--- config.mk ---
export PLATFORM = sky130hd
export DESIGN_NAME = ps2_scancode_key_decoder_unit
export DESIGN_NICKNAME = d
export VERILOG_FILES = /design/src/hdl/ps2kd_pkg.sv /design/src/hdl/ps2_scancode_key_decoder_unit.sv
export SDC_FILE = /design/constraint.sdc
export NUM_CORES = 1
export LEC_CHECK = 0
export ABC_AREA = 0
export BUFFER_PORTS_ARGS = -buffer_cell sky130_fd_sc_hd__buf_2
export CAP_MARGIN = 20
export CORE_MARGIN = 4
export CORE_UTILIZATION = 55
export DETAILED_ROUTE_END_ITERATION = 10
export PLACE_DENSITY = 0.8
export SLEW_MARGIN = 10
export SYNTH_ARGS = -nofsm -noshare
export SYNTH_HDL_FRONTEND = slang
export SYNTH_SLANG_ARGS = --single-unit
export TNS_END_PERCENT = 1
--- constraint.sdc ---
create_clock -name clk_i -period 6.5 [get_ports clk_i]
set_input_delay 0.325 -clock clk_i [delete_from_list [all_inputs] [get_ports clk_i]]
set_output_delay 0.325 -clock clk_i [all_outputs]
set_load 0.005 [all_outputs]
--- src/hdl/ps2kd_pkg.sv ---
// Package for the PS/2 set-1 scancode key decoder.
// Holds scancode constants, result kind codes and the ASCII lookup tables.
// No dependencies.
`default_nettype none

package ps2kd_pkg;

  // Widths fixed by the interface
  localparam int unsigned SCAN_W = 8;
  localparam int unsigned BYTE_W = 8;
  localparam int unsigned TERM_W = 3;
  localparam int unsigned MASK_W = 6;
  localparam int unsigned PADDR_W = 3;
  localparam int unsigned PDATA_W = 32;

  // Default terminal count
  localparam int unsigned TERMINALS_DEF = 6;

  // Register index of the raw mode mask
  localparam logic REG_RAW_MODE = 1'b0;

  // Scancodes
  localparam logic [7:0] SC_PREFIX    = 8'hE0;
  localparam logic [7:0] SC_LSHIFT    = 8'h2A;
  localparam logic [7:0] SC_RSHIFT    = 8'h36;
  localparam logic [7:0] SC_LSHIFT_BR = 8'hAA;
  localparam logic [7:0] SC_RSHIFT_BR = 8'hB6;
  localparam logic [7:0] SC_CTRL      = 8'h1D;
  localparam logic [7:0] SC_CTRL_BR   = 8'h9D;
  localparam logic [7:0] SC_ALT       = 8'h38;
  localparam logic [7:0] SC_ALT_BR    = 8'hB8;
  localparam logic [7:0] SC_F1        = 8'h3B;
  localparam logic [7:0] SC_UP        = 8'h48;
  localparam logic [7:0] SC_PGUP      = 8'h49;
  localparam logic [7:0] SC_LEFT      = 8'h4B;
  localparam logic [7:0] SC_RIGHT     = 8'h4D;
  localparam logic [7:0] SC_HOME      = 8'h47;
  localparam logic [7:0] SC_END       = 8'h4F;
  localparam logic [7:0] SC_DOWN      = 8'h50;
  localparam logic [7:0] SC_PGDN      = 8'h51;
  localparam logic [7:0] SC_DELETE    = 8'h53;
  localparam logic [7:0] SC_TABLE_END = 8'd60;

  // Escape sequence bytes
  localparam logic [7:0] CH_ESC   = 8'h1B;
  localparam logic [7:0] CH_LBRK  = 8'h5B;
  localparam logic [7:0] CH_THREE = 8'h33;
  localparam logic [7:0] CH_TILDE = 8'h7E;

  // Result kinds
  typedef enum logic [1:0] {
    EV_KEY         = 2'd0,
    EV_SWITCH      = 2'd1,
    EV_SCROLL_BACK = 2'd2,
    EV_SCROLL_FWD  = 2'd3
  } event_kind_e;

  // Third byte of the ANSI sequence for an extended key (the digit 3 for Delete), zero if none
  function automatic logic [7:0] ansi_letter(input logic [7:0] sc);
    logic [7:0] r;
    r = 8'h00;
    case (sc)
      SC_UP:     r = 8'h41;
      SC_DOWN:   r = 8'h42;
      SC_RIGHT:  r = 8'h43;
      SC_LEFT:   r = 8'h44;
      SC_HOME:   r = 8'h48;
      SC_END:    r = 8'h46;
      SC_DELETE: r = CH_THREE;
      default:   r = 8'h00;
    endcase
    return r;
  endfunction

  // Plain / shifted ASCII table for make codes below 60
  function automatic logic [7:0] ascii_map(input logic [5:0] idx, input logic shifted);
    logic [7:0] p;
    logic [7:0] s;
    p = 8'h00;
    s = 8'h00;
    case (idx)
      6'd1:  begin p = 8'h1B; s = 8'h1B; end
      6'd2:  begin p = 8'h31; s = 8'h21; end
      6'd3:  begin p = 8'h32; s = 8'h40; end
      6'd4:  begin p = 8'h33; s = 8'h23; end
      6'd5:  begin p = 8'h34; s = 8'h24; end
      6'd6:  begin p = 8'h35; s = 8'h25; end
      6'd7:  begin p = 8'h36; s = 8'h5E; end
      6'd8:  begin p = 8'h37; s = 8'h26; end
      6'd9:  begin p = 8'h38; s = 8'h2A; end
      6'd10: begin p = 8'h39; s = 8'h28; end
      6'd11: begin p = 8'h30; s = 8'h29; end
      6'd12: begin p = 8'h2D; s = 8'h5F; end
      6'd13: begin p = 8'h3D; s = 8'h2B; end
      6'd14: begin p = 8'h08; s = 8'h08; end
      6'd15: begin p = 8'h09; s = 8'h09; end
      6'd16: begin p = 8'h71; s = 8'h51; end
      6'd17: begin p = 8'h77; s = 8'h57; end
      6'd18: begin p = 8'h65; s = 8'h45; end
      6'd19: begin p = 8'h72; s = 8'h52; end
      6'd20: begin p = 8'h74; s = 8'h54; end
      6'd21: begin p = 8'h79; s = 8'h59; end
      6'd22: begin p = 8'h75; s = 8'h55; end
      6'd23: begin p = 8'h69; s = 8'h49; end
      6'd24: begin p = 8'h6F; s = 8'h4F; end
      6'd25: begin p = 8'h70; s = 8'h50; end
      6'd26: begin p = 8'h5B; s = 8'h7B; end
      6'd27: begin p = 8'h5D; s = 8'h7D; end
      6'd28: begin p = 8'h0A; s = 8'h0A; end
      6'd30: begin p = 8'h61; s = 8'h41; end
      6'd31: begin p = 8'h73; s = 8'h53; end
      6'd32: begin p = 8'h64; s = 8'h44; end
      6'd33: begin p = 8'h66; s = 8'h46; end
      6'd34: begin p = 8'h67; s = 8'h47; end
      6'd35: begin p = 8'h68; s = 8'h48; end
      6'd36: begin p = 8'h6A; s = 8'h4A; end
      6'd37: begin p = 8'h6B; s = 8'h4B; end
      6'd38: begin p = 8'h6C; s = 8'h4C; end
      6'd39: begin p = 8'h3B; s = 8'h3A; end
      6'd40: begin p = 8'h27; s = 8'h22; end
      6'd41: begin p = 8'h60; s = 8'h7E; end
      6'd43: begin p = 8'h5C; s = 8'h7C; end
      6'd44: begin p = 8'h7A; s = 8'h5A; end
      6'd45: begin p = 8'h78; s = 8'h58; end
      6'd46: begin p = 8'h63; s = 8'h43; end
      6'd47: begin p = 8'h76; s = 8'h56; end
      6'd48: begin p = 8'h62; s = 8'h42; end
      6'd49: begin p = 8'h6E; s = 8'h4E; end
      6'd50: begin p = 8'h6D; s = 8'h4D; end
      6'd51: begin p = 8'h2C; s = 8'h3C; end
      6'd52: begin p = 8'h2E; s = 8'h3E; end
      6'd53: begin p = 8'h2F; s = 8'h3F; end
      6'd55: begin p = 8'h2A; s = 8'h2A; end
      6'd57: begin p = 8'h20; s = 8'h20; end
      default: begin p = 8'h00; s = 8'h00; end
    endcase
    return shifted ? s : p;
  endfunction

endpackage

`default_nettype wire

--- src/hdl/ps2_scancode_key_decoder_unit.sv ---
// Top level of the PS/2 set-1 scancode key decoder.
// Depends on ps2kd_pkg for scancodes, result kinds and ASCII tables.
`default_nettype none

// Takes one scancode byte per transfer into an input register, decodes it
// combinationally against the modifier, prefix and terminal state, and loads
// the resulting run of up to four results into an output run register, which
// hands them out one per cycle while the output is not stalled. A byte passes
// the input register and then the run register before its first result shows.
// Items that yield zero or one result stream at one per cycle while the output
// is not stalled; an escape sequence holds the run register until its three or
// four result bytes are handed out. A byte that yields results waits in the
// input register until the run register is free; it moves in the same cycle as
// the last result of the current run is transferred, so runs follow one
// another without a gap. The raw mode mask is written at APB addresses 0 to 3.
module ps2_scancode_key_decoder_unit #(
  parameter int unsigned TERMINALS = ps2kd_pkg::TERMINALS_DEF
) (
  input  wire logic                             clk_i,
  input  wire logic                             rst_ni,
  // Scancode input channel
  input  wire logic                             in_valid_i,
  output logic                                  in_stall_o,
  input  wire logic [ps2kd_pkg::SCAN_W-1:0]     scan_byte_i,
  // Result channel
  output logic                                  out_valid_o,
  input  wire logic                             out_stall_i,
  output logic [1:0]                            event_kind_o,
  output logic [ps2kd_pkg::BYTE_W-1:0]          key_byte_o,
  output logic [ps2kd_pkg::TERM_W-1:0]          terminal_index_o,
  output logic                                  last_of_run_o,
  // Configuration port
  input  wire logic                             psel,
  input  wire logic                             penable,
  input  wire logic                             pwrite,
  input  wire logic [ps2kd_pkg::PADDR_W-1:0]    paddr,
  input  wire logic [ps2kd_pkg::PDATA_W-1:0]    pwdata,
  output logic [ps2kd_pkg::PDATA_W-1:0]         prdata,
  output logic                                  pready
);
  import ps2kd_pkg::*;

  // Configuration register
  logic [MASK_W-1:0] raw_mode_q;
  logic              cfg_wr;
  logic              reg_sel;

  assign pready  = 1'b1;
  assign reg_sel = (paddr[2] == REG_RAW_MODE);
  assign cfg_wr  = psel && penable && pwrite && reg_sel;
  assign prdata  = reg_sel ? {{(PDATA_W-MASK_W){1'b0}}, raw_mode_q} : '0;

  always_ff @(posedge clk_i or negedge rst_ni) begin
    if (!rst_ni) begin
      raw_mode_q <= '0;
    end else if (cfg_wr) begin
      raw_mode_q <= pwdata[MASK_W-1:0];
    end
  end

  // Input register
  logic              in_valid_q;
  logic [SCAN_W-1:0] in_byte_q;
  logic              in_xfer;
  logic              go;

  assign in_stall_o = in_valid_q && !go;
  assign in_xfer    = in_valid_i && !in_stall_o;

  always_ff @(posedge clk_i or negedge rst_ni) begin
    if (!rst_ni) begin
      in_valid_q <= 1'b0;
    end else if (in_xfer) begin
      in_valid_q <= 1'b1;
    end else if (go) begin
      in_valid_q <= 1'b0;
    end
  end

  always_ff @(posedge clk_i) begin
    if (in_xfer) begin
      in_byte_q <= scan_byte_i;
    end
  end

  // Keyboard state
  logic              shift_q, shift_d;
  logic              ctrl_q, ctrl_d;
  logic              alt_q, alt_d;
  logic              prefix_q, prefix_d;
  logic [TERM_W-1:0] term_q, term_d;

  // Decode results
  logic [2:0]        n_res;
  event_kind_e       kind_d;
  logic [BYTE_W-1:0] bytes_d [4];

  logic [SCAN_W-1:0] fkey_off;
  logic              fkey_hit;
  logic [7:0]        raw_ext;
  logic              raw_on;
  logic [7:0]        letter;
  logic [7:0]        ascii;

  assign fkey_off = in_byte_q - SC_F1;
  assign fkey_hit = ctrl_q && alt_q && (in_byte_q >= SC_F1)
                    && (fkey_off < SCAN_W'(TERMINALS));
  assign raw_ext  = {{(8-MASK_W){1'b0}}, raw_mode_q};
  assign raw_on   = raw_ext[term_q];
  assign letter   = ansi_letter(in_byte_q);
  assign ascii    = ascii_map(in_byte_q[5:0], shift_q);

  // One-pass decode of the byte in the input register
  always_comb begin
    shift_d    = shift_q;
    ctrl_d     = ctrl_q;
    alt_d      = alt_q;
    prefix_d   = prefix_q;
    term_d     = term_q;
    n_res      = 3'd0;
    kind_d     = EV_KEY;
    bytes_d[0] = '0;
    bytes_d[1] = '0;
    bytes_d[2] = '0;
    bytes_d[3] = '0;
    if (in_byte_q == SC_PREFIX) begin
      prefix_d = 1'b1;
    end else if (in_byte_q == SC_LSHIFT || in_byte_q == SC_RSHIFT) begin
      prefix_d = 1'b0;
      shift_d  = 1'b1;
    end else if (in_byte_q == SC_LSHIFT_BR || in_byte_q == SC_RSHIFT_BR) begin
      prefix_d = 1'b0;
      shift_d  = 1'b0;
    end else if (in_byte_q == SC_CTRL) begin
      prefix_d = 1'b0;
      ctrl_d   = 1'b1;
    end else if (in_byte_q == SC_CTRL_BR) begin
      prefix_d = 1'b0;
      ctrl_d   = 1'b0;
    end else if (in_byte_q == SC_ALT) begin
      prefix_d = 1'b0;
      alt_d    = 1'b1;
    end else if (in_byte_q == SC_ALT_BR) begin
      prefix_d = 1'b0;
      alt_d    = 1'b0;
    end else if (fkey_hit) begin
      // terminal switch leaves the prefix flag alone
      term_d = fkey_off[TERM_W-1:0];
      n_res  = 3'd1;
      kind_d = EV_SWITCH;
    end else if (in_byte_q[7]) begin
      prefix_d = 1'b0;
    end else if (prefix_q) begin
      prefix_d = 1'b0;
      if (in_byte_q == SC_PGUP || (shift_q && in_byte_q == SC_UP)) begin
        n_res  = 3'd1;
        kind_d = EV_SCROLL_BACK;
      end else if (in_byte_q == SC_PGDN || (shift_q && in_byte_q == SC_DOWN)) begin
        n_res  = 3'd1;
        kind_d = EV_SCROLL_FWD;
      end else if (raw_on && letter != 8'h00) begin
        bytes_d[0] = CH_ESC;
        bytes_d[1] = CH_LBRK;
        bytes_d[2] = letter;
        if (letter == CH_THREE) begin
          bytes_d[3] = CH_TILDE;
          n_res      = 3'd4;
        end else begin
          n_res = 3'd3;
        end
      end
    end else if (in_byte_q < SC_TABLE_END && ascii != 8'h00) begin
      bytes_d[0] = ascii;
      n_res      = 3'd1;
    end
  end

  // Output run register
  logic              run_valid_q;
  event_kind_e       run_kind_q;
  logic [BYTE_W-1:0] run_bytes_q [4];
  logic [1:0]        run_last_q;
  logic [1:0]        run_pos_q;
  logic [TERM_W-1:0] run_term_q;
  logic              out_xfer;
  logic              run_done;
  logic              run_free;
  logic              load;

  assign out_xfer = run_valid_q && !out_stall_i;
  assign run_done = out_xfer && (run_pos_q == run_last_q);
  assign run_free = !run_valid_q || run_done;
  assign go       = in_valid_q && ((n_res == 3'd0) || run_free);
  assign load     = go && (n_res != 3'd0);

  always_ff @(posedge clk_i or negedge rst_ni) begin
    if (!rst_ni) begin
      shift_q  <= 1'b0;
      ctrl_q   <= 1'b0;
      alt_q    <= 1'b0;
      prefix_q <= 1'b0;
      term_q   <= '0;
    end else if (go) begin
      shift_q  <= shift_d;
      ctrl_q   <= ctrl_d;
      alt_q    <= alt_d;
      prefix_q <= prefix_d;
      term_q   <= term_d;
    end
  end

  always_ff @(posedge clk_i or negedge rst_ni) begin
    if (!rst_ni) begin
      run_valid_q <= 1'b0;
      run_pos_q   <= '0;
    end else if (load) begin
      run_valid_q <= 1'b1;
      run_pos_q   <= '0;
    end else if (run_done) begin
      run_valid_q <= 1'b0;
    end else if (out_xfer) begin
      run_pos_q <= run_pos_q + 2'd1;
    end
  end

  always_ff @(posedge clk_i) begin
    if (load) begin
      run_kind_q  <= kind_d;
      run_bytes_q <= bytes_d;
      run_last_q  <= 2'(n_res - 3'd1);
      run_term_q  <= term_d;
    end
  end

  assign out_valid_o      = run_valid_q;
  assign event_kind_o     = run_kind_q;
  assign key_byte_o       = run_bytes_q[run_pos_q];
  assign terminal_index_o = run_term_q;
  assign last_of_run_o    = (run_pos_q == run_last_q);

endmodule

`default_nettype wire

# After elaboration in Yosys (flattened, before gate mapping)
# Memory sizes are Yosys's and may differ from the RTL's. A register that Yosys moved wholly into a read port is not among the register bits.
# Index checks and enable logic that the tools add are counted.
# op_classes
n_addsub,3
multipliers,0
n_div,0
n_lt_le_gt_ge,5
n_eq_ne,22
shift,0
muxes,64
bitwise,9
n_reduce_logical,46
# ops
cell,count
$mux W29,3
$eq A8 B7 Y1 const B,9
$mux W3,22
$pmux W7 S7,1
$eq A8 B8 Y1 const B,5
$mux W8,5
$eq A8 B6 Y1 const B,4
$mux W1,23
$bmux W8 S2,1
$logic_and A1 B1 Y1,16
$reduce_bool A8 Y1,2
$reduce_or A13 Y1,1
$mux W6,2
$reduce_bool A2 Y1,6
$reduce_or A12 Y1,1
$mux W2,5
$reduce_or A10 Y1,1
$reduce_or A9 Y1,1
$eq A8 B5 Y1 const B,1
$ge A8 B6 Y1 const B,1
$lt A8 B3 Y1 const B,1
$lt A8 B6 Y1 const B,1
$ne A8 B1 Y1 const B,1
$not A1 Y1,8
other kinds (19),28
# totals
regBits,64
latchBits,0
mem_bits_rw,0
mem_bits_ro,896
in_bits,50
out_inout_bits,49
elab_cells,168
memories,1
# memory_table
memory,words,width,rd,rd_ports_with_merged_regs,write_ports,line,source
(name not given),64,14,1,1,0,ps2kd_pkg.sv:81,case (idx)

# Longest topological paths before layout
# Gate-level depths: netlist of the first run.
# depth
ltp_word,25
depth_mapped,22
ltp_nobuf,20

# Worst setup path before layout of the first run
# Ideal clock, no wire load.
# synth_timing
kind,register -> register
start,register in_byte_q[0]
end,register (tool-made name)
setup_time_ns,0.130
arrival_ns,4.364
setup_slack_ns,2.006
stages_incl_launch_ff,23
path_buffers,4
synth_period_minus_slack_ns,4.494
path_cell_list,edfxtp_1 ha_1 buf_2 xnor2_1 a2111o_1 a211o_1 nand3_2 inv_2 and2_1 inv_1 ha_1 o21a_1 and2_4 buf_6 a21o_1 buf_2 ha_1 clkbuf_1 xnor2_1 a22oi_1 nor2_1 a2111oi_1 nor3_1
# synth_rtl
item,line,source
"start, declared",ps2_scancode_key_decoder_unit.sv:63,logic [SCAN_W-1:0] in_byte_q;
"start signal, assigned",ps2_scancode_key_decoder_unit.sv:82,in_byte_q <= scan_byte_i;

==> metrics.md, run 1 <==
| Metric | Value |
|---|---|
| Post-DP HPWL | 7.91 mm |
| Max-cap violations | 0 |
| Clock power frac | 0.250 |
| Rows | 33 |
| Flops & latches, synth | 61 |
| Time the final worst path needs with I/O delays and setup | 5390 ps |
| Filler cell count in the final layout | 728 |
| Clock tree buffer depth | 2 |
| Portion of synthesized cell area occupied by the leading cell type | 0.196 |
| Relative contribution of combinational cells to total power | 0.357 |
| Unique cell type count in the Yosys netlist | 83 |
| Most common cell after layout, fill and taps aside | sky130_fd_sc_hd__buf_2 |
| Cell internal pwr | 0.000911 W |
| Overflow left after global routing | 0 |
| Detailed router's first-iteration violation count | 303 |
| Clk Tree Root Cell | sky130_fd_sc_hd__clkbuf_8 |
| CTS Buf Count | 9 |
| DR WL/cell | around 18 um |
| Clock tree from TritonCTS | done |
| Synth async-reset ratio | 0.279 |
| Detailed Route WL | 10.9 mm |
| Number of antenna violations at the first check in global routing | 0 |
| Endpoint kind of the worst setup timing path | flop |
| Final Cycle Share | 0.829 |
| Maximum number of pins on one net before global-route repair | 26 |
| Fraction of layout instances using a drive strength above 1 | 0.206 |
| Final hold vios | 0 |
| Setup repair after global routing missed its margin | false |
| Worst hold-check path type | primary input to flop |
| Die height | 99.4 um |
| Post-cts repair resize count | 0 |
| Post-route setup slack | 1110 ps |
| Instance count of the mapped netlist | roughly 480 |
| Worst relative slew slack | 0.474 |
| Worst endpoint required time | 6700 ps |
| Final cell area excluding filler cells | 0.00490 sq mm |
| Clock latency reported for the late side of the worst-skew pair | 340 ps |
| Data arrival at the endpoint of the critical path | 5590 ps |
| Vias | 3750 |
| Category of the worst setup path launch point | flop |
| Clock tree skew after final layout | about 8.9 ps |
| Area Growth Syn to Fin | 6.76% |
| Met3 wire len | 892 um |
| Achievable clock frequency | 186 MHz |
| All-layer global routing usage | 0.219 |
| Leading area contributor after synthesis | sky130_fd_sc_hd__edfxtp_1 |
| Met2 wire length | 5.10 mm |
| I/O pin total | 99 |
| Cell types occupying the most area after synthesis | sky130_fd_sc_hd__edfxtp_1 (20%), sky130_fd_sc_hd__dfrtp_1 (9.3%), sky130_fd_sc_hd__dfxtp_1 (6.1%) |
| Most used DFF post-synth | sky130_fd_sc_hd__edfxtp_1 |
| Detailed-routing iteration count for the pre-antenna-repair pass | 5 |
| DRT antenna net count | 0 |
| Highest-count cells in the layout ignoring fill and taps | sky130_fd_sc_hd__buf_2 (42), sky130_fd_sc_hd__nand2_1 (37), sky130_fd_sc_hd__nor2_1 (37), sky130_fd_sc_hd__edfxtp_1 (30), sky130_fd_sc_hd__o21ai_0 (29) |
| Die W | 99.4 um |
| CP Max Fanout | 14 |
| DR top layer | met4 |
| Worst slack after detailed placement | 1210 ps |
| Power spent charging and discharging nets | just over 0.0005 W |
| Average footprint of a synthesized cell | 9.49 sq um |
| Post-synth design cell area | approximately 0.0046 sq mm |
| Final setup violation count | 0 |
| Critical setup path kind | flop to flop |
| Number of synthesis warnings | 0 |
| Count of nets after finishing | a little under 600 |
| DRC | 0 |
| Setup TNS after final layout | 0 ps |
| Total die area | slightly below 0.01 sq mm |
| First-pass GRT wire length | between 15 and 20 mm |
| Via count of the first global-routing pass | 3457 |
| Slew @ Worst Pin | 769 ps |
| Share of total power consumed by net switching | 0.357 |
| Post-synth EDFFs | 30 |
| Peak VDD IR | 140 uV |
| Proportion of synthesized chip area in sequential cells | 0.350 |
| Post-cts hold buffer count | 1 |
| Sink Count | 61 |
| Initial Utilization | 0.562 |
| Wl on met1 | approximately 4.7 mm |
| Total leakage power | 1.98 nW |
| Placer's final routability congestion estimate | ~0.95 |
| Depth of the CTS H-tree | 3 |
| Placed instance area | 0.00467 sq mm |
| Vias per inst | roughly 6.0 |
| Antenna diode count | 0 |
| Status | finished, final reports clean |
| Input/output buffers | 42 |
| Power consumption | 0.00142 W |
| Number of max-slew violations in the final report | 0 |
| Area of the core | 0.00818 sq mm |
| Total power density per cell area | 289 mW/mm^2 |
| Share of total power in sequential cells | 0.393 |
| Post-CTS clock slew at the launch and capture registers of the worst setup and hold paths | ~70 ps |
| Number of post-CTS setup repair buffers | 0 |
-- layout make-up --
cell class	count	area [sq um]	area share
multi-input cells	376	2640	0.538
flip-flops and latches	61	1610	0.328
repair buffers	46	250	0.0510
clock buffers	13	170	0.0347
well taps	105	131	0.0268
inverters	16	65.1	0.0133
clock inverters	3	42.5	0.00868
-- power by group through the flow --
stage	clock [W]	sequential [W]	combinational, W
final	0.000353	0.000557	0.000506
after global routing	0.000382	0.000569	0.000549
after CTS	0.000357	0.000558	0.000497
after detailed placement	0	0.000565	0.000492
after global placement	0	0.000559	0.000482
after floorplan	0	0.000523	0.000415
-- worst max-delay path, stage by stage, from the launching register on --
cell and delay, ps:
sky130_fd_sc_hd__edfxtp_1 630, sky130_fd_sc_hd__nor4b_2 530, sky130_fd_sc_hd__o211ai_1 230, sky130_fd_sc_hd__a221oi_2 530
sky130_fd_sc_hd__nand3_2 230, sky130_fd_sc_hd__inv_2 160, sky130_fd_sc_hd__and2_1 150, sky130_fd_sc_hd__inv_1 50
sky130_fd_sc_hd__ha_1 270, sky130_fd_sc_hd__o21a_1 290, sky130_fd_sc_hd__and2_4 240, sky130_fd_sc_hd__a21o_1 420
sky130_fd_sc_hd__ha_1 600, sky130_fd_sc_hd__xnor2_1 120, sky130_fd_sc_hd__a22oi_1 220, sky130_fd_sc_hd__nor2_1 100
sky130_fd_sc_hd__a2111oi_1 350, sky130_fd_sc_hd__nor3_1 110
-- through the flow --
step	hold WS (ps)	utilization	cells
after floorplan	29.4	-	510
after global placement	262	0.571	602
after detailed placement	284	0.571	602
after CTS	147	0.598	619
after global routing	144	0.600	620
final	157	0.600	620
-- routing by layer --
| layer | track usage | up-vias |
|---|---|---|
| li1 | - | 1786 |
| met4 | 0.0914 | 0 |
| met3 | 0.0484 | 23 |
| met5 | 0 | - |
| met2 | 0.349 | 192 |
| met1 | 0.289 | 1749 |
-- synth_stat cells (6+ instances only) --
library cell               number
sky130_fd_sc_hd__dfxtp_1       14
sky130_fd_sc_hd__clkbuf_1       7
sky130_fd_sc_hd__and2_1         6
sky130_fd_sc_hd__o21ai_0       29
sky130_fd_sc_hd__mux2i_1       20
sky130_fd_sc_hd__buf_2         10
sky130_fd_sc_hd__dfrtp_1       17
sky130_fd_sc_hd__inv_1         12
sky130_fd_sc_hd__mux2_2        19
sky130_fd_sc_hd__nor3_1         8
sky130_fd_sc_hd__nand2_1       37
sky130_fd_sc_hd__ha_1          18
sky130_fd_sc_hd__edfxtp_1      30
sky130_fd_sc_hd__nor2_1        38
sky130_fd_sc_hd__nor2b_1       12
sky130_fd_sc_hd__o211ai_1      10
sky130_fd_sc_hd__nand3_1        7
sky130_fd_sc_hd__xnor2_1        7
sky130_fd_sc_hd__a21oi_1       26
sky130_fd_sc_hd__a21o_1         8
sky130_fd_sc_hd__buf_4         32
-- final timing paths --
path,start,end,slack (ps),cells past startpoint
max,in_byte_q[5],flop,1110,17
min,scan_byte_i[6],in_byte_q[6],160,1
max reg2reg,in_byte_q[5],flop,1110,17
min reg2reg,raw_mode_q[0],raw_mode_q[0],520,1
max in group asynchronous,rst_ni,run_pos_q[0],5770,2
min in group asynchronous,rst_ni,raw_mode_q[1],440,2
-- kinds of logic after synthesis --
| family | count (synthesis) | synth area share |
|---|---|---|
| flip-flops | 61 | 0.350 |
| other | 2 | 0.00164 |
| buffers and inverters | 73 | 0.0978 |
| AND/OR/NAND/NOR | 138 | 0.157 |
| adder cells (fa/ha/maj) | 18 | 0.0490 |
| multiplexers | 42 | 0.103 |
| AO/OA/AOI/OAI | 140 | 0.222 |
| XOR/XNOR | 10 | 0.0191 |
No activity file was read; power rests on OpenSTA's default activity.
==> run 2: changes to the inputs <==
Settings changed: ABC_AREA 0 to 1, CORE_UTILIZATION 55 to 50, PLACE_DENSITY 0.8 to 0.78.
Clock period 6.5 ns to 4.6 ns, I/O delays scaled along.
==> metrics.md, run 2 <==
| Metric | Value |
|---|---|
| Clock tree buffer depth | 2 |
| Antenna diode count | 0 |
| Synth async-reset ratio | 0.279 |
| Leading area contributor after synthesis | sky130_fd_sc_hd__edfxtp_1 |
| Detailed router's first-iteration violation count | 195 |
| Achievable clock frequency | about 240 MHz |
| Worst hold-check path type | primary input to flop |
| Area of the core | 0.00868 sq mm |
| Post-synth design cell area | 0.00442 sq mm |
| Via count of the first global-routing pass | 3870 |
| Worst endpoint required time | 4820 ps |
| Clock tree from TritonCTS | done |
| Clock tree skew after final layout | 9.11 ps |
| DRC | 0 |
| Clock power frac | 0.235 |
| Power spent charging and discharging nets | 0.000683 W |
| Endpoint kind of the worst setup timing path | flop |
| Overflow left after global routing | 0 |
| Peak VDD IR | 199 uV |
| Relative contribution of combinational cells to total power | 0.362 |
| Clock latency reported for the late side of the worst-skew pair | 350 ps |
| Post-synth EDFFs | 30 |
| Flops & latches, synth | 61 |
| Number of synthesis warnings | 0 |
| Instance count of the mapped netlist | 620 |
| Wl on met1 | ~4.5 mm |
| All-layer global routing usage | 0.210 |
| Leading cell type by number of instances after synthesis | sky130_fd_sc_hd__nand2_1 |
| Data arrival at the endpoint of the critical path | 4380 ps |
| Post-DP HPWL | around 8.3 mm |
| Final Cycle Share | 0.903 |
| DR top layer | met4 |
| Detailed Route WL | 10.4 mm |
| Fraction of layout instances using a drive strength above 1 | 0.157 |
| Setup repair after global routing missed its margin | false |
| Vias per inst | 5.21 |
| Clk Tree Root Cell | sky130_fd_sc_hd__clkbuf_8 |
| Depth of the CTS H-tree | 3 |
| Power consumption | 0.00178 W |
| Initial Utilization | 0.510 |
| Share of total power in sequential cells | 0.403 |
| Count of nets after finishing | 733 |
| Met3 wire len | 573 um |
| Maximum number of pins on one net before global-route repair | 23 |
| Most common library cells after synthesis | sky130_fd_sc_hd__nand2_1 (181), sky130_fd_sc_hd__nand3_1 (68), sky130_fd_sc_hd__inv_1 (62) |
| CTS Buf Count | 9 |
| Rows | 34 |
| Met2 wire length | 5.14 mm |
| DR WL/cell | 13.4 um |
| Vias | around 4100 |
| Sink Count | 61 |
| Time the final worst path needs with I/O delays and setup | 4150 ps |
| Max-cap violations | 0 |
| Total power density per cell area | between 300 and 400 mW/mm^2 |
| Portion of synthesized cell area occupied by the leading cell type | 0.204 |
| Most common cell after layout, fill and taps aside | sky130_fd_sc_hd__nand2_1 |
| Die height | 102 um |
| I/O pin total | 99 |
| DRT antenna net count | 0 |
| Area Growth Syn to Fin | 9.28% |
| Die W | 102 um |
| Post-route non-filler standard cell count | 778 |
| Total die area | 0.0104 sq mm |
| Filler cell count in the final layout | about 850 |
| Average footprint of a synthesized cell | 7.14 sq um |
| Cell internal pwr | between 0.001 and 0.0015 W |
| First-pass GRT wire length | about 17 mm |
| Final cell area excluding filler cells | roughly 0.0048 sq mm |
| Proportion of synthesized chip area in sequential cells | 0.363 |
| Setup TNS after final layout | 0 ps |
| Final setup violation count | 0 |
| Status | finished, final reports clean |
| Post-CTS clock slew at the launch and capture registers of the worst setup and hold paths | 70 ps |
| Share of total power consumed by net switching | 0.383 |
| Post-Place Cells | 761 |
| Placed instance area | around 0.0046 sq mm |
| Most used DFF post-synth | sky130_fd_sc_hd__edfxtp_1 |
| Number of max-slew violations in the final report | 0 |
| Input/output buffers | 42 |
| Placer's final routability congestion estimate | 0.962 |
| Cell types occupying the most area after synthesis | sky130_fd_sc_hd__edfxtp_1 (20%), sky130_fd_sc_hd__nand2_1 (15%), sky130_fd_sc_hd__dfrtp_1 (9.6%) |
| Unique cell type count in the Yosys netlist | 46 |
| Number of antenna violations at the first check in global routing | 0 |
| Critical setup path kind | flop to flop |
| Highest-count cells in the layout ignoring fill and taps | sky130_fd_sc_hd__nand2_1 (181), sky130_fd_sc_hd__nand3_1 (67), sky130_fd_sc_hd__inv_1 (62), sky130_fd_sc_hd__nor2_1 (61), sky130_fd_sc_hd__buf_2 (42) |
| Category of the worst setup path launch point | flop |
| Total leakage power | 2.40 nW |
| Detailed-routing iteration count for the pre-antenna-repair pass | 5 |
| CP Max Fanout | 12 |
| Final hold vios | 0 |
run 2: worst paths after layout:
kind | startpoint | to | slack [ps] | cells past startpoint
min reg2reg | raw_mode_q[4] | raw_mode_q[4] | 530 | 2
max reg2reg | in_byte_q[0] | flop | 450 | 21
min | scan_byte_i[6] | in_byte_q[6] | 60 | 1
max in group asynchronous | rst_ni | shift_q | 4000 | 2
min in group asynchronous | rst_ni | raw_mode_q[5] | 330 | 2
max | in_byte_q[0] | flop | 450 | 21
run 2: final cells by class:
class	instances	area, sq um	share of cell area
multi-input combinational	471	2360	0.488
sequential	61	1610	0.332
timing repair buffer	54	303	0.0626
inverter	68	255	0.0528
clock buffer	10	138	0.0285
tap	108	135	0.0280
clock inverter	6	38.8	0.00802
run 2: routing by layer:
metal | vias up | track usage
li1 | 2041 | -
met1 | 1862 | 0.255
met2 | 130 | 0.370
met3 | 22 | 0.0382
met4 | 0 | 0.0797
met5 | - | 0
run 2: logic make-up (layout without fill, tap and decap cells):
logic type | count (synthesis) | after routing | share of synthesized area
buffers and inverters | 114 | 138 | 0.130
XOR/XNOR | 4 | 4 | 0.00792
adder cells (fa/ha/maj) | 18 | 18 | 0.0509
multiplexers | 4 | 4 | 0.00905
other | 2 | 28 | 0.00170
flip-flops | 61 | 61 | 0.363
AO/OA/AOI/OAI | 63 | 63 | 0.0848
AND/OR/NAND/NOR | 354 | 354 | 0.353
run 2: power by group through the flow:
stage / sequential [W] / combinational, W / clock [W]
after floorplan: 0.000707 / 0.000483 / 0
after global placement: 0.000725 / 0.000626 / 0
after detailed placement: 0.000729 / 0.000642 / 0
after CTS: 0.000718 / 0.000644 / 0.000423
after global routing: 0.000727 / 0.000740 / 0.000450
final: 0.000718 / 0.000646 / 0.000420
run 2: critical path, stage by stage, from the launching register on:
cell	delay (ps)
sky130_fd_sc_hd__edfxtp_1	470
sky130_fd_sc_hd__ha_1	300
sky130_fd_sc_hd__o21ai_1	280
sky130_fd_sc_hd__nor2_1	100
sky130_fd_sc_hd__a2111oi_2	350
sky130_fd_sc_hd__o2111ai_2	280
sky130_fd_sc_hd__nor2_1	230
sky130_fd_sc_hd__a21oi_1	100
sky130_fd_sc_hd__ha_1	190
sky130_fd_sc_hd__inv_1	50
sky130_fd_sc_hd__o21bai_4	120
sky130_fd_sc_hd__nand3_4	170
sky130_fd_sc_hd__nand2_4	190
sky130_fd_sc_hd__nand2_1	80
sky130_fd_sc_hd__nand2_1	180
sky130_fd_sc_hd__buf_4	190
sky130_fd_sc_hd__ha_1	190
sky130_fd_sc_hd__nand2_1	100
sky130_fd_sc_hd__nand3_1	160
sky130_fd_sc_hd__nor2_1	60
sky130_fd_sc_hd__a21oi_1	160
sky130_fd_sc_hd__nand3_1	90
run 2: through the flow:
| step | utilization | hold slack (ps) | setup WS (ps) |
|---|---|---|---|
| 3_5_place_dp | 0.534 | 178 | 282 |
| 4_1_cts | 0.555 | 52.7 | 251 |
| 6_report | 0.557 | 56.5 | 447 |
| 3_3_place_gp | 0.534 | 176 | 514 |
| 5_1_grt | 0.557 | 45.4 | 38.7 |
| 2_1_floorplan | - | -65.6 | 825 |
run 2: repair_timing:
| action | 4_1_cts | 5_1_grt |
|---|---|---|
| resized for setup | 0 | 5 |
| setup endpoints to repair | 0 | 30 |
| setup buffers | 0 | 0 |
| hold endpoints to repair | 17 | 0 |
| hold buffers | 1 | 0 |
==> run 3: changes to the inputs <==
Settings changed: RECOVER_POWER from default to 25.
==> metrics.md, run 3 (synthesized netlist as in run 2, its figures left out) <==
| Metric | Value |
|---|---|
| Total power density per cell area | 369 mW/mm^2 |
| Post-route non-filler standard cell count | 778 |
| Clk Tree Root Cell | sky130_fd_sc_hd__clkbuf_8 |
| Worst endpoint required time | 4820 ps |
| Die height | 102 um |
| Post-CTS clock slew at the launch and capture registers of the worst setup and hold paths | 70 ps |
| Met2 demand-to-capacity share in global routing | 0.370 |
| Time the final worst path needs with I/O delays and setup | 4160 ps |
| Max-cap violations | 0 |
| Critical-path cell list | ha_1 > o21ai_1 > nor2_1 > a2111oi_2 > o2111ai_2 > nor2_1 > a21oi_1 > ha_1 > inv_1 > o21bai_4 > nand3_4 > nand2_4 > nand2_1 > nand2_1 > buf_4 > ha_1 > nand2_1 > nand3_1 > nor2_1 > a21oi_1 > nand3_1 |
| Capture endpoint of the worst hold path | in_byte_q[6] |
| Final hold vios | 0 |
| CP Max Fanout | 12 |
| Maximum number of pins on one net before global-route repair | 23 |
| Clock latency reported for the late side of the worst-skew pair | about 350 ps |
| Data arrival at the endpoint of the critical path | 4380 ps |
| Clock tree skew after final layout | 9.02 ps |
| Worst Min Path Start | scan_byte_i[6] |
| Detailed Route WL | 10.5 mm |
| Vias | 4054 |
| I/O pin total | 99 |
| Category of the worst setup path launch point | flop |
| Utilization after layout | 0.556 |
| Die W | 102 um |
| Rows | 34 |
| Number of max-slew violations in the final report | 0 |
| Slack of the worst reg-to-reg path | 440 ps |
| Most common cell after layout, fill and taps aside | sky130_fd_sc_hd__nand2_1 |
| Filler cell count in the final layout | 853 |
| Antenna diode count | 0 |
| Depth of the CTS H-tree | 3 |
| Depth of the most critical reg-to-reg path | 21 |
| Area of the core | 0.00868 sq mm |
| Worst relative slew slack | 0.390 |
| Tightest hold margin | around 57 ps |
| Post-DP HPWL | 8.27 mm |
| Total die area | approximately 0.010 sq mm |
| Peak VDD IR | 199 uV |
| DR WL/cell | 13.4 um |
| Worst stage delay on the critical path | about 470 ps |
| Setup repair after global routing missed its margin | false |
| Placer's final routability congestion estimate | ~0.96 |
| Slew @ Worst Pin | 915 ps |
| Endpoint kind of the worst setup timing path | flop |
| Input/output buffers | 42 |
| All-layer global routing usage | 0.210 |
| Critical setup path kind | flop to flop |
| Final setup violation count | 0 |
| Setup TNS after final layout | 0 ps |
| Most Crowded Layer GR | met2 |
| First-pass GRT wire length | 17.4 mm |
| Fraction of layout instances using a drive strength above 1 | 0.145 |
| Number of antenna violations at the first check in global routing | 0 |
| Number of post-CTS setup repair buffers | 0 |
| R2r startpoint | in_byte_q[0] |
| Detailed router's first-iteration violation count | 196 |
| GR met1 Demand/Resource | 0.255 |
| Sink Count | 61 |
| Count of nets after finishing | approximately 730 |
| Detailed-routing iteration count for the pre-antenna-repair pass | 5 |
| DRT antenna net count | 0 |
| Post-Place Cells | roughly 760 |
| Highest-delay cell along the critical path | sky130_fd_sc_hd__edfxtp_1 |
| Initial Utilization | 0.510 |
| Final Cycle Share | 0.903 |
| Clock tree buffer depth | 2 |
| Area Growth Syn to Fin | 9.05% |
| Met3 track demand over resource in global routing | 0.0382 |
| CTS Buf Count | 9 |
| Worst hold stages | 1 |
| Clock tree from TritonCTS | done |
| Worst hold-check path type | primary input to flop |
| Highest-count cells in the layout ignoring fill and taps | sky130_fd_sc_hd__nand2_1 (181), sky130_fd_sc_hd__nand3_1 (67), sky130_fd_sc_hd__inv_1 (62), sky130_fd_sc_hd__nor2_1 (61), sky130_fd_sc_hd__buf_2 (34) |
| Achievable clock frequency | between 200 and 250 MHz |
| DRC | 0 |
| Status | finished, final reports clean |
| Via count of the first global-routing pass | 3870 |
| Total leakage power | 2.38 nW |
| Overflow left after global routing | 0 |
| Vias per inst | approximately 5.2 |
[run 3: cell count changes in the layout (fill, tap and decap cells not counted), sizes merged]
| cell | before | now |
|---|---|---|
| buf | 53 | 45 |
| clkbuf | 10 | 18 |
[run 3: layout make-up]
class / count / area (sq um) / area share
clock buffers: 10 / 138 / 0.0285
clock inverters: 6 / 38.8 / 0.00804
inverters: 68 / 255 / 0.0529
multi-input cells: 471 / 2360 / 0.489
flip-flops and latches: 61 / 1610 / 0.333
well taps: 108 / 135 / 0.0280
repair buffers: 54 / 293 / 0.0607
[run 3: power by group]
group,leakage (nW),switching (W),internal (W)
logic,1.68,0.000417,0.000227
registers,0.609,0.0000528,0.000665
clock network,0.0880,0.000212,0.000207
[run 3: worst max path at each step]
stage / end / slack (ps) / startpoint / depth (start not counted)
2_1_floorplan: flop / 820 / in_byte_q[0] / 23
3_3_place_gp: flop / 510 / in_byte_q[0] / 23
3_5_place_dp: flop / 280 / in_byte_q[0] / 21
4_1_cts: flop / 250 / in_byte_q[0] / 21
5_1_grt: flop / 40 / in_byte_q[0] / 29
6_report: flop / 440 / in_byte_q[0] / 21
[run 3: stage by stage]
stage / setup slack [ps] / instance area, sq um / total power, W
4_1_cts: 251 / 4820 / 0.00179
3_5_place_dp: 282 / 4630 / 0.00137
5_1_grt: 38.7 / 4820 / 0.00192
6_report: 445 / 4820 / 0.00178
2_1_floorplan: 825 / 4520 / 0.00119
3_3_place_gp: 514 / 4630 / 0.00135
[run 3: what timing repair did]
action | in CTS | in global routing
setup endpoints to repair | 0 | 30
hold endpoints to repair | 17 | 0
gates resized for setup | 0 | 5
hold buffers | 1 | 0
[run 3: layer usage]
metal | part of all wire | up-vias
met4 | 0.027 | 0
met2 | 0.49 | 136
met5 | 0 | -
met3 | 0.056 | 24
met1 | 0.43 | 1853
li1 | - | 2041
[run 3: critical path: cells and delay by family, from the launching register on]
| family | cells | cell delay (ps) |
|---|---|---|
| AO/OA/AOI/OAI | 6 | 1290 |
| flip-flops | 1 | 470 |
| AND/OR/NAND/NOR | 10 | 1360 |
| buffers and inverters | 2 | 240 |
| adder cells (fa/ha/maj) | 3 | 680 |
